$ cat config.mk
export PLATFORM = sky130hd
export DESIGN_NAME = char_lcd_write_sequencer_core_flat
export DESIGN_NICKNAME = d
export VERILOG_FILES = /design/src/rtl/core/clws_pkg.sv /design/src/rtl/core/clws_req_if.sv /design/src/rtl/core/clws_stb_if.sv /design/src/rtl/core/clws_front.sv /design/src/rtl/core/clws_fifo.sv /design/src/rtl/core/clws_back.sv /design/src/rtl/core/char_lcd_write_sequencer_core.sv /design/src/flat_wrapper.sv
export SDC_FILE = /design/constraint.sdc
export NUM_CORES = 1
export LEC_CHECK = 0
export ABC_AREA = 1
export BUFFER_PORTS_ARGS = -buffer_cell sky130_fd_sc_hd__buf_2
export CAP_MARGIN = 20
export CORE_ASPECT_RATIO = 1.5
export CORE_MARGIN = 4
export CORE_UTILIZATION = 40
export CTS_BUF_LIST = sky130_fd_sc_hd__clkbuf_8 sky130_fd_sc_hd__clkbuf_16
export DETAILED_ROUTE_END_ITERATION = 10
export HOLD_SLACK_MARGIN = 0.12
export SLEW_MARGIN = 40
export SYNTH_ARGS = -nofsm -noshare
export SYNTH_HDL_FRONTEND = slang
export SYNTH_SLANG_ARGS = --single-unit
$ cat constraint.sdc
create_clock -name clk_i -period 4.2 [get_ports clk_i]
set_input_delay 0.63 -clock clk_i [delete_from_list [all_inputs] [get_ports clk_i]]
set_output_delay 0.63 -clock clk_i [all_outputs]
set_load 0.005 [all_outputs]
$ cat src/rtl/core/clws_pkg.sv
// ----------------------------------------------------------------------------
// Character LCD write sequencer package
// Shared widths, command codes, job type and power-up tables.
// ----------------------------------------------------------------------------
package clws_pkg;

  localparam int unsigned ACTION_W = 3;
  localparam int unsigned BYTE_W   = 8;
  localparam int unsigned ROW_W    = 3;
  localparam int unsigned COL_W    = 6;
  localparam int unsigned SLOT_W   = 3;
  localparam int unsigned WAIT_W   = 15;
  localparam int unsigned IDX_W    = 4;
  localparam int unsigned APB_AW   = 3;
  localparam int unsigned APB_DW   = 32;

  localparam int unsigned QUEUE_DEPTH_DEF = 4;

  localparam logic [ACTION_W-1:0] ACT_COMMAND = 3'd0;
  localparam logic [ACTION_W-1:0] ACT_DATA    = 3'd1;
  localparam logic [ACTION_W-1:0] ACT_POSDATA = 3'd2;
  localparam logic [ACTION_W-1:0] ACT_POWERUP = 3'd3;
  localparam logic [ACTION_W-1:0] ACT_GLYPH   = 3'd4;

  localparam logic [BYTE_W-1:0] CMD_FUNC_8BIT = 8'h38;
  localparam logic [BYTE_W-1:0] CMD_FUNC_4BIT = 8'h28;
  localparam logic [BYTE_W-1:0] CMD_CLEAR     = 8'h01;
  localparam logic [BYTE_W-1:0] CMD_HOME      = 8'h02;
  localparam logic [BYTE_W-1:0] CMD_ENTRY     = 8'h06;
  localparam logic [BYTE_W-1:0] CMD_DISP_ON   = 8'h0C;
  localparam logic [BYTE_W-1:0] CMD_DDRAM     = 8'h80;
  localparam logic [BYTE_W-1:0] CMD_CGRAM     = 8'h40;

  localparam logic [BYTE_W-1:0] ROW1_BASE = 8'h80;
  localparam logic [BYTE_W-1:0] ROW2_BASE = 8'hC0;
  localparam logic [BYTE_W-1:0] ROW3_BASE = 8'h94;
  localparam logic [BYTE_W-1:0] ROW4_BASE = 8'hD4;

  localparam logic [WAIT_W-1:0] WAIT_POWER_ON = 15'd20000;
  localparam logic [WAIT_W-1:0] WAIT_SECOND   = 15'd5000;
  localparam logic [WAIT_W-1:0] WAIT_THIRD    = 15'd150;

  localparam logic [IDX_W-1:0] INIT_LAST = 4'd8;

  localparam logic [APB_AW-1:0] REG_FOUR_BIT = 3'd0;
  localparam logic [APB_AW-1:0] REG_PULSE_US = 3'd4;

  localparam logic [BYTE_W-1:0] PULSE_US_RST = 8'd10;

  typedef enum logic [1:0] {
    JOB_ONE,
    JOB_TWO,
    JOB_INIT
  } job_kind_e;

  typedef struct packed {
    job_kind_e         kind;
    logic              rs0;
    logic [BYTE_W-1:0] byte0;
    logic [BYTE_W-1:0] byte1;
  } clws_job_t;

  typedef struct packed {
    logic full;
    logic empty;
  } clws_queue_status_t;

  function automatic logic [BYTE_W-1:0] row_base(input logic [ROW_W-1:0] row);
    logic [BYTE_W-1:0] base;
    unique case (row)
      3'd1:    base = ROW1_BASE;
      3'd2:    base = ROW2_BASE;
      3'd3:    base = ROW3_BASE;
      default: base = ROW4_BASE;
    endcase
    return base;
  endfunction

  function automatic logic [BYTE_W-1:0] init_byte(input logic [IDX_W-1:0] idx,
                                                  input logic four_bit);
    logic [BYTE_W-1:0] b;
    unique case (idx)
      4'd0, 4'd1, 4'd2: b = CMD_FUNC_8BIT;
      4'd3:             b = CMD_CLEAR;
      4'd4:             b = CMD_HOME;
      4'd5:             b = CMD_ENTRY;
      4'd6:             b = CMD_DISP_ON;
      4'd7:             b = four_bit ? CMD_FUNC_4BIT : CMD_FUNC_8BIT;
      default:          b = CMD_DDRAM;
    endcase
    return b;
  endfunction

  function automatic logic [WAIT_W-1:0] init_wait(input logic [IDX_W-1:0] idx);
    logic [WAIT_W-1:0] w;
    unique case (idx)
      4'd0:    w = WAIT_POWER_ON;
      4'd1:    w = WAIT_SECOND;
      4'd2:    w = WAIT_THIRD;
      default: w = '0;
    endcase
    return w;
  endfunction

endpackage

$ cat src/rtl/core/clws_req_if.sv
// ----------------------------------------------------------------------------
// Request channel
// Valid/ready channel that carries one display request per transfer.
// ----------------------------------------------------------------------------
interface clws_req_if;
  import clws_pkg::*;

  logic                valid;
  logic                ready;
  logic [ACTION_W-1:0] action;
  logic [BYTE_W-1:0]   value;
  logic [ROW_W-1:0]    row;
  logic [COL_W-1:0]    column;
  logic [SLOT_W-1:0]   glyph_slot;

  modport source (output valid, action, value, row, column, glyph_slot, input ready);
  modport sink (input valid, action, value, row, column, glyph_slot, output ready);
endinterface

$ cat src/rtl/core/clws_stb_if.sv
// ----------------------------------------------------------------------------
// Strobe channel
// Valid/ready channel that carries one bus strobe per transfer.
// ----------------------------------------------------------------------------
interface clws_stb_if;
  import clws_pkg::*;

  logic              valid;
  logic              ready;
  logic              register_select;
  logic [BYTE_W-1:0] bus_value;
  logic [WAIT_W-1:0] wait_before_us;
  logic              last;

  modport source (output valid, register_select, bus_value, wait_before_us, last,
                  input ready);
  modport sink (input valid, register_select, bus_value, wait_before_us, last,
                output ready);
endinterface

$ cat src/rtl/core/clws_front.sv
// ----------------------------------------------------------------------------
// Request decoder
// Accepts requests and turns each one with a known action into a job for the strobe generator.
// ----------------------------------------------------------------------------
module clws_front
  import clws_pkg::*;
(
  clws_req_if.sink           req,
  input  clws_queue_status_t status_i,
  output logic               push_o,
  output clws_job_t          job_o
);

  logic [BYTE_W-1:0] cursor_addr;

  assign req.ready   = ~status_i.full;
  assign cursor_addr = row_base(req.row) + {{(BYTE_W-COL_W){1'b0}}, req.column} - 8'd1;

  always_comb begin
    job_o = '{kind: JOB_ONE, rs0: 1'b0, byte0: req.value, byte1: req.value};
    push_o = req.valid & ~status_i.full;
    unique case (req.action)
      ACT_COMMAND: begin
        job_o.rs0 = 1'b0;
      end
      ACT_DATA: begin
        job_o.rs0 = 1'b1;
      end
      ACT_POSDATA: begin
        if (req.row >= 3'd1 && req.row <= 3'd4) begin
          job_o.kind  = JOB_TWO;
          job_o.byte0 = cursor_addr;
        end else begin
          job_o.rs0 = 1'b1;
        end
      end
      ACT_POWERUP: begin
        job_o.kind = JOB_INIT;
      end
      ACT_GLYPH: begin
        job_o.byte0 = CMD_CGRAM | {2'b00, req.glyph_slot, 3'b000};
      end
      default: begin
        push_o = 1'b0;
      end
    endcase
  end

endmodule

$ cat src/rtl/core/clws_fifo.sv
// ----------------------------------------------------------------------------
// Job queue
// Small register queue that decouples request decoding from strobe output.
// ----------------------------------------------------------------------------
module clws_fifo
  import clws_pkg::*;
#(
  parameter int unsigned Depth = QUEUE_DEPTH_DEF
) (
  input  logic               clk_i,
  input  logic               rst_ni,
  input  logic               push_i,
  input  clws_job_t          job_i,
  input  logic               pop_i,
  output clws_job_t          head_o,
  output logic               head_valid_o,
  output clws_queue_status_t status_o
);

  localparam int unsigned PtrW = (Depth > 1) ? $clog2(Depth) : 1;
  localparam int unsigned CntW = $clog2(Depth + 1);
  localparam logic [PtrW-1:0] PtrLast = PtrW'(Depth - 1);
  localparam logic [CntW-1:0] CntFull = CntW'(Depth);

  clws_job_t       mem_q [Depth];
  logic [PtrW-1:0] wr_ptr_q, wr_ptr_d;
  logic [PtrW-1:0] rd_ptr_q, rd_ptr_d;
  logic [CntW-1:0] count_q, count_d;
  logic            do_push, do_pop;

  assign status_o.full  = (count_q == CntFull);
  assign status_o.empty = (count_q == '0);
  assign head_valid_o   = ~status_o.empty;
  assign head_o         = mem_q[rd_ptr_q];
  assign do_push        = push_i & ~status_o.full;
  assign do_pop         = pop_i & ~status_o.empty;

  always_comb begin
    wr_ptr_d = wr_ptr_q;
    rd_ptr_d = rd_ptr_q;
    count_d  = count_q;
    if (do_push) begin
      wr_ptr_d = (wr_ptr_q == PtrLast) ? '0 : wr_ptr_q + 1'b1;
    end
    if (do_pop) begin
      rd_ptr_d = (rd_ptr_q == PtrLast) ? '0 : rd_ptr_q + 1'b1;
    end
    if (do_push && !do_pop) begin
      count_d = count_q + 1'b1;
    end else if (do_pop && !do_push) begin
      count_d = count_q - 1'b1;
    end
  end

  always_ff @(posedge clk_i or negedge rst_ni) begin
    if (!rst_ni) begin
      wr_ptr_q <= '0;
      rd_ptr_q <= '0;
      count_q  <= '0;
    end else begin
      wr_ptr_q <= wr_ptr_d;
      rd_ptr_q <= rd_ptr_d;
      count_q  <= count_d;
    end
  end

  always_ff @(posedge clk_i) begin
    if (do_push) begin
      mem_q[wr_ptr_q] <= job_i;
    end
  end

endmodule

$ cat src/rtl/core/clws_back.sv
// ----------------------------------------------------------------------------
// Strobe generator
// Walks the job at the queue head and issues its strobes through an output
// register, one strobe per cycle while the sink takes them.
// ----------------------------------------------------------------------------
module clws_back
  import clws_pkg::*;
(
  input  logic      clk_i,
  input  logic      rst_ni,
  input  logic      four_bit_i,
  input  logic      head_valid_i,
  input  clws_job_t head_i,
  output logic      pop_o,
  clws_stb_if.source stb
);

  logic [IDX_W-1:0]  idx_q, idx_d;
  logic              nib_q, nib_d;
  logic              valid_q, valid_d;
  logic              rs_q, rs_d;
  logic [BYTE_W-1:0] bus_q, bus_d;
  logic [WAIT_W-1:0] wait_q, wait_d;
  logic              last_q, last_d;

  logic [IDX_W-1:0]  last_idx;
  logic [BYTE_W-1:0] cur_byte;
  logic [WAIT_W-1:0] cur_wait;
  logic              cur_rs;
  logic              byte_done;
  logic              strobe_last;
  logic              load;

  always_comb begin
    cur_wait = '0;
    unique case (head_i.kind)
      JOB_TWO: begin
        last_idx = 4'd1;
        cur_byte = (idx_q == '0) ? head_i.byte0 : head_i.byte1;
        cur_rs   = (idx_q == '0) ? head_i.rs0 : 1'b1;
      end
      JOB_INIT: begin
        last_idx = INIT_LAST;
        cur_byte = init_byte(idx_q, four_bit_i);
        cur_rs   = 1'b0;
        cur_wait = init_wait(idx_q);
      end
      default: begin
        last_idx = '0;
        cur_byte = head_i.byte0;
        cur_rs   = head_i.rs0;
      end
    endcase

    byte_done   = ~four_bit_i | nib_q;
    strobe_last = byte_done && (idx_q == last_idx);
    load        = head_valid_i & (~valid_q | stb.ready);
    pop_o       = load & strobe_last;

    idx_d   = idx_q;
    nib_d   = nib_q;
    valid_d = valid_q & ~stb.ready;
    rs_d    = rs_q;
    bus_d   = bus_q;
    wait_d  = wait_q;
    last_d  = last_q;

    if (load) begin
      valid_d = 1'b1;
      rs_d    = cur_rs;
      last_d  = strobe_last;
      if (!four_bit_i) begin
        bus_d  = cur_byte;
        wait_d = cur_wait;
      end else if (!nib_q) begin
        bus_d  = {4'b0000, cur_byte[7:4]};
        wait_d = cur_wait;
      end else begin
        bus_d  = {4'b0000, cur_byte[3:0]};
        wait_d = '0;
      end
      if (strobe_last) begin
        idx_d = '0;
        nib_d = 1'b0;
      end else if (byte_done) begin
        idx_d = idx_q + 1'b1;
        nib_d = 1'b0;
      end else begin
        nib_d = 1'b1;
      end
    end
  end

  always_ff @(posedge clk_i or negedge rst_ni) begin
    if (!rst_ni) begin
      idx_q   <= '0;
      nib_q   <= 1'b0;
      valid_q <= 1'b0;
    end else begin
      idx_q   <= idx_d;
      nib_q   <= nib_d;
      valid_q <= valid_d;
    end
  end

  always_ff @(posedge clk_i) begin
    rs_q   <= rs_d;
    bus_q  <= bus_d;
    wait_q <= wait_d;
    last_q <= last_d;
  end

  assign stb.valid           = valid_q;
  assign stb.register_select = rs_q;
  assign stb.bus_value       = bus_q;
  assign stb.wait_before_us  = wait_q;
  assign stb.last            = last_q;

endmodule

$ cat src/rtl/core/char_lcd_write_sequencer_core.sv
// ----------------------------------------------------------------------------
// Character LCD write sequencer
// Expands display requests into runs of register-select/bus/wait strobes.
// ----------------------------------------------------------------------------
//  Channel | Direction | Carries
//  --------+-----------+-----------------------------------------------
//  req     | in        | action, value, row, column, glyph_slot
//  stb     | out       | register_select, bus_value, wait_before_us, last
//  APB     | in        | four_bit_bus at 0x0, enable_pulse_us at 0x4
//
// A request is taken whenever the job queue has room.
// Strobes leave at one per cycle while the receiver takes them; a request
// expands into up to 18 strobes (none for an unknown action; power-up in 4-bit
// mode is the longest); the output register sets the pace.
// Reset empties the queue and the output register and restores the registers.
// Output stalls fill the queue, and only then does req.ready drop.
// ----------------------------------------------------------------------------
module char_lcd_write_sequencer_core
  import clws_pkg::*;
#(
  parameter int unsigned QueueDepth = QUEUE_DEPTH_DEF
) (
  input  logic              clk_i,
  input  logic              rst_ni,
  clws_req_if.sink          req,
  clws_stb_if.source        stb,
  input  logic              psel,
  input  logic              penable,
  input  logic              pwrite,
  input  logic [APB_AW-1:0] paddr,
  input  logic [APB_DW-1:0] pwdata,
  output logic [APB_DW-1:0] prdata,
  output logic              pready
);

  logic               four_bit_q;
  logic [BYTE_W-1:0]  pulse_us_q;
  logic               cfg_wr;
  logic               push;
  logic               pop;
  logic               head_valid;
  clws_job_t          job;
  clws_job_t          head;
  clws_queue_status_t status;

  assign pready = 1'b1;
  assign cfg_wr = psel & penable & pwrite;

  always_ff @(posedge clk_i or negedge rst_ni) begin
    if (!rst_ni) begin
      four_bit_q <= 1'b1;
      pulse_us_q <= PULSE_US_RST;
    end else if (cfg_wr) begin
      if (paddr[2] == REG_PULSE_US[2]) begin
        pulse_us_q <= pwdata[BYTE_W-1:0];
      end else begin
        four_bit_q <= pwdata[0];
      end
    end
  end

  assign prdata = (paddr[2] == REG_PULSE_US[2]) ? {{(APB_DW-BYTE_W){1'b0}}, pulse_us_q}
                                                : {{(APB_DW-1){1'b0}}, four_bit_q};

  clws_front u_front (
    .req      (req),
    .status_i (status),
    .push_o   (push),
    .job_o    (job)
  );

  clws_fifo #(
    .Depth (QueueDepth)
  ) u_fifo (
    .clk_i        (clk_i),
    .rst_ni       (rst_ni),
    .push_i       (push),
    .job_i        (job),
    .pop_i        (pop),
    .head_o       (head),
    .head_valid_o (head_valid),
    .status_o     (status)
  );

  clws_back u_back (
    .clk_i        (clk_i),
    .rst_ni       (rst_ni),
    .four_bit_i   (four_bit_q),
    .head_valid_i (head_valid),
    .head_i       (head),
    .pop_o        (pop),
    .stb          (stb)
  );

  assert property (@(posedge clk_i) disable iff (!rst_ni)
    !(status.full && status.empty))
    else $error("Job queue reports full and empty together.");

  assert property (@(posedge clk_i) disable iff (!rst_ni)
    (req.valid && req.ready) |-> !status.full)
    else $error("Request transfer taken while the job queue is full.");

  assert property (@(posedge clk_i) disable iff (!rst_ni)
    (stb.valid && stb.wait_before_us != '0) |-> !stb.register_select)
    else $error("Strobe with a power-up wait addresses the data register.");

  assert property (@(posedge clk_i) disable iff (!rst_ni)
    pop |-> head_valid)
    else $error("Job retired from an empty queue.");

endmodule

$ cat src/flat_wrapper.sv
// flat-port wrapper written by rule: the top's interface ports become plain ports
module char_lcd_write_sequencer_core_flat import clws_pkg::*;
#(
  parameter int unsigned QueueDepth = QUEUE_DEPTH_DEF
)
  (clk_i, rst_ni, psel, penable, pwrite, paddr, pwdata, prdata, pready, req_valid, req_action, req_value, req_row, req_column, req_glyph_slot, req_ready, stb_valid, stb_register_select, stb_bus_value, stb_wait_before_us, stb_last, stb_ready);
  clws_req_if req_i ();
  clws_stb_if stb_i ();
  input  logic clk_i;
  input  logic rst_ni;
  input  logic psel;
  input  logic penable;
  input  logic pwrite;
  input  logic [APB_AW-1:0] paddr;
  input  logic [APB_DW-1:0] pwdata;
  output logic [APB_DW-1:0] prdata;
  output logic pready;
  input wire logic [$bits(req_i.valid)-1:0] req_valid;
  input wire logic [$bits(req_i.action)-1:0] req_action;
  input wire logic [$bits(req_i.value)-1:0] req_value;
  input wire logic [$bits(req_i.row)-1:0] req_row;
  input wire logic [$bits(req_i.column)-1:0] req_column;
  input wire logic [$bits(req_i.glyph_slot)-1:0] req_glyph_slot;
  output wire logic [$bits(req_i.ready)-1:0] req_ready;
  output wire logic [$bits(stb_i.valid)-1:0] stb_valid;
  output wire logic [$bits(stb_i.register_select)-1:0] stb_register_select;
  output wire logic [$bits(stb_i.bus_value)-1:0] stb_bus_value;
  output wire logic [$bits(stb_i.wait_before_us)-1:0] stb_wait_before_us;
  output wire logic [$bits(stb_i.last)-1:0] stb_last;
  input wire logic [$bits(stb_i.ready)-1:0] stb_ready;
  assign req_i.valid = req_valid;
  assign req_i.action = req_action;
  assign req_i.value = req_value;
  assign req_i.row = req_row;
  assign req_i.column = req_column;
  assign req_i.glyph_slot = req_glyph_slot;
  assign req_ready = req_i.ready;
  assign stb_valid = stb_i.valid;
  assign stb_register_select = stb_i.register_select;
  assign stb_bus_value = stb_i.bus_value;
  assign stb_wait_before_us = stb_i.wait_before_us;
  assign stb_last = stb_i.last;
  assign stb_i.ready = stb_ready;
  char_lcd_write_sequencer_core #(.QueueDepth(QueueDepth)) u_core (.clk_i(clk_i), .rst_ni(rst_ni), .req(req_i), .stb(stb_i), .psel(psel), .penable(penable), .pwrite(pwrite), .paddr(paddr), .pwdata(pwdata), .prdata(prdata), .pready(pready));
endmodule
==> flow_summary_export.csv <==
group,metric,value,unit
floorplanning,dieArea,0.0166,mm2
global_route,grt_max_degree,29,
setup_path,arrival,3.62,ns
cts,cts_setup_buffers,0,
setup_path,worstSetupPathType,"reg2reg",
timing,maxSlewHeadroom,66.7,%
pwr,vdd_ir_drop_max,284,uV
min_path,min_path_type,"in2async",
yosys,yosysUniqueCellTypes,40,
global_route,first_global_vias,4077,
flow_run,drv_cap,0,
finish,seq_area,0.00329,mm2
run_status,status,"complete, no violations",
placed_design,placed_cells,836,
detailed_routing,post-route-drc-count,0,
finish,final_common_cell,"nand2_1",
finish,fin_nets,749,
setup_path,crit_path_start_kind,"register",
cts,root_buffer,"clkbuf_16",
timing,finalSetupViolations,0,
timing,clock_skew,0.00763,ns
setup_path,end_kind,"register",
global_route,grt.overflow.total,0,
setup_path,critical_path_buf_inv_count,3,
finish,antenna_cells,0,
detailed_routing,dr.pass1.iters,4,
cts,htreeDepth,4,
floorplanning,start_util,41.1,%
yosys,ys_seq_area_share,56.6,%
finish,final_cell_mix,"nand2_1, edfxtp_1, buf_2, nor2_1, inv_1",
placed_design,place_congestion,0.924,
setup_path,path_cells,"inv_2, nand2_1, a32oi_1, ha_1, xor2_1, nor2_1, nand4_2, nor2_4, inv_1, ha_1, inv_1, fa_1, mux2_2",
finish,area_delta_synth_final,17.9,%
timing,setup_tns,0,ns
setup_path,slowest_delay,0.54,ns
yosys,synth_area_per_cell,9.88,um2
global_route,antenna_found_initial,0,
cts,numClockSinks,113,
setup_path,crit_slowest_cell,"dfrtp_1",
placed_design,port-buffer-count,70,
yosys,netlist_area,0.00581,mm2
timing,hold_viol,0,
yosys,netlist_instances,588,
cts,ctsHoldBuffers,0,
cts,clk_path_buf_depth,2,
floorplanning,die_w,106,um
pwr,powerDensity,705,mW/mm2
floorplanning,placementRows,53,
timing,period_minus_slack,3.33,ns
finish,multi_input_area,0.00202,mm2
cts,cts_made_buffers,17,
placed_design,place_hpwl,8.79,mm
timing,fmax,0.300,GHz
global_route,grt_usage,15.4,%
setup_path,crit_family,"adder cells",
cts,postCtsResizedCells,0,
pwr,leakagePower,3.02,nW
yosys,synth-warning-count,0,
yosys,async_reset_ff_share,19.5,%
cts,insertion_delay,0.40,ns
finish,finalNonFillerCells,868,
detailed_routing,vias_per_cell,4.74,
timing,tightest_slew,0.494,ns
detailed_routing,postRouteAntennaNets,0,
finish,layout-drive-gt1-share,21.7,%
yosys,ys.flop_type,"edfxtp_1",
detailed_routing,drt_first_iter_violations,181,
detailed_routing,wire_per_inst,14.1,um
timing,grt_setup_unrepaired,"no",
timing,post-route-period-util,79.2,%
yosys,ys_ff_latch,113,
floorplanning,core,0.0141,mm2
floorplanning,pin_count,125,
timing,slew_violations,0,
detailed_routing,vias,4115,
setup_path,path_max_fanout,14,
finish,fillers,1282,
detailed_routing,totalWireLength,12.3,mm
setup_path,worst_ep_required_time,4.49,ns
global_route,grt_pass1_wl,19.9,mm
cts,cts_tree,"built",
cts,clk_pin_slew,0.06,ns
yosys,synth_edf_count,91,
floorplanning,die_height,156,um
==> area by class of cell <==
type                    instances  share of cell area [%]
flip-flops and latches        113                    48.0
multi-input cells             386                    29.5
clock buffers                  17                    6.21
repair buffers                 79                    6.10
inverters                      66                    3.62
well taps                     192                    3.51
clock inverters                15                    3.03
==> path summary, 6_finish.rpt <==
kind	startpoint	endpoint	slack, ns	cells past startpoint
setup / recovery	u_core.u_fifo.rd_ptr_q[0]	u_core.u_fifo.count_q[1]	0.87	13
min in group clk_i	pwdata[5]	u_core.pulse_us_q[5]	0.46	2
hold reg to reg	u_core.pulse_us_q[0]	u_core.pulse_us_q[0]	0.49	2
hold / removal	rst_ni	u_core.u_back.stb.valid	0.18	1
max in group asynchronous	rst_ni	u_core.four_bit_q	3.66	1
setup reg to reg	u_core.u_fifo.rd_ptr_q[0]	u_core.u_fifo.count_q[1]	0.87	13
==> cells in the mapped netlist, types with 9 or more instances <==
master | n | area, um2
nand2_1 | 122 | 458
o21ai_1 | 13 | 65.1
o21ai_0 | 30 | 150
inv_2 | 9 | 33.8
ha_1 | 19 | 238
nand3_1 | 33 | 165
a21oi_1 | 18 | 90.1
edfxtp_1 | 91 | 2730
inv_1 | 56 | 210
nor2_1 | 64 | 240
buf_4 | 38 | 285
dfrtp_1 | 19 | 475
==> state kept, by name, indices dropped and copies added (netlist names) <==
| register | count |
|---|---|
| u_core.u_back.stb.bus_value | 8 |
| u_core.u_back.stb.wait_before_us | 5 |
| u_core.u_back.stb.valid | 1 |
| u_core.u_back.stb.register_select | 1 |
| u_core.u_back.idx_q | 4 |
| u_core.u_back.stb.last | 1 |
| u_core.four_bit_q | 1 |
| u_core.pulse_us_q | 8 |
| u_core.u_back.nib_q | 1 |
| u_core.u_fifo.rd_ptr_q | 2 |
| u_core.u_fifo.mem_q | 76 |
| u_core.u_fifo.wr_ptr_q | 2 |
| u_core.u_fifo.count_q | 3 |
==> logic make-up after synthesis <==
group,share of synthesized area [%]
simple gates,18.0
buf+inv,10.3
flops,56.6
compound gates,7.93
fa+ha+maj,4.78
mux,1.55
xor+xnor,0.754
other cells,0.129
==> metal layers <==
layer  up-vias  wire length, um  GRT usage, %
li1       2057                -             -
met1      1925             4830          16.8
met2       112             6630          27.9
met3        21              544          3.77
met4         0              274          6.91
met5         -                0             0
==> power by group <==
part / internal, mW / leakage, nW / switching [mW] / total [mW]
Clock: 0.997 / 0.296 / 0.517 / 1.51
Sequential: 1.51 / 1.11 / 0.128 / 1.64
Combinational: 0.569 / 1.62 / 1.10 / 1.67
Total: 3.08 / 3.02 / 1.75 / 4.83
==> metrics by stage <==
stage / cell area (um2) / hold WS (ns) / utilization (%) / power [mW] / worst slack [ns]
after global placement: 6210 / 0.471 / 44.0 / 3.30 / 0.970
after detailed placement: 6210 / 0.474 / 44.0 / 3.36 / 0.831
after CTS: 6850 / 0.192 / 48.5 / 4.88 / 0.837
final: 6850 / 0.184 / 48.5 / 4.83 / 0.872
after global routing: 6850 / 0.208 / 48.5 / 5.18 / 0.520
after floorplan: 5910 / 0.334 / - / 2.89 / 1.12
==> worst reg2reg max path: stages (launching register included) <==
cell and delay (ns):
dfrtp_1 0.54, inv_2 0.25, nand2_1 0.08, a32oi_1 0.32
ha_1 0.40, xor2_1 0.11, nor2_1 0.14, nand4_2 0.16
nor2_4 0.21, inv_1 0.07, ha_1 0.17, inv_1 0.09
fa_1 0.41, mux2_2 0.27
No activity file was read; power rests on OpenSTA's default activity.
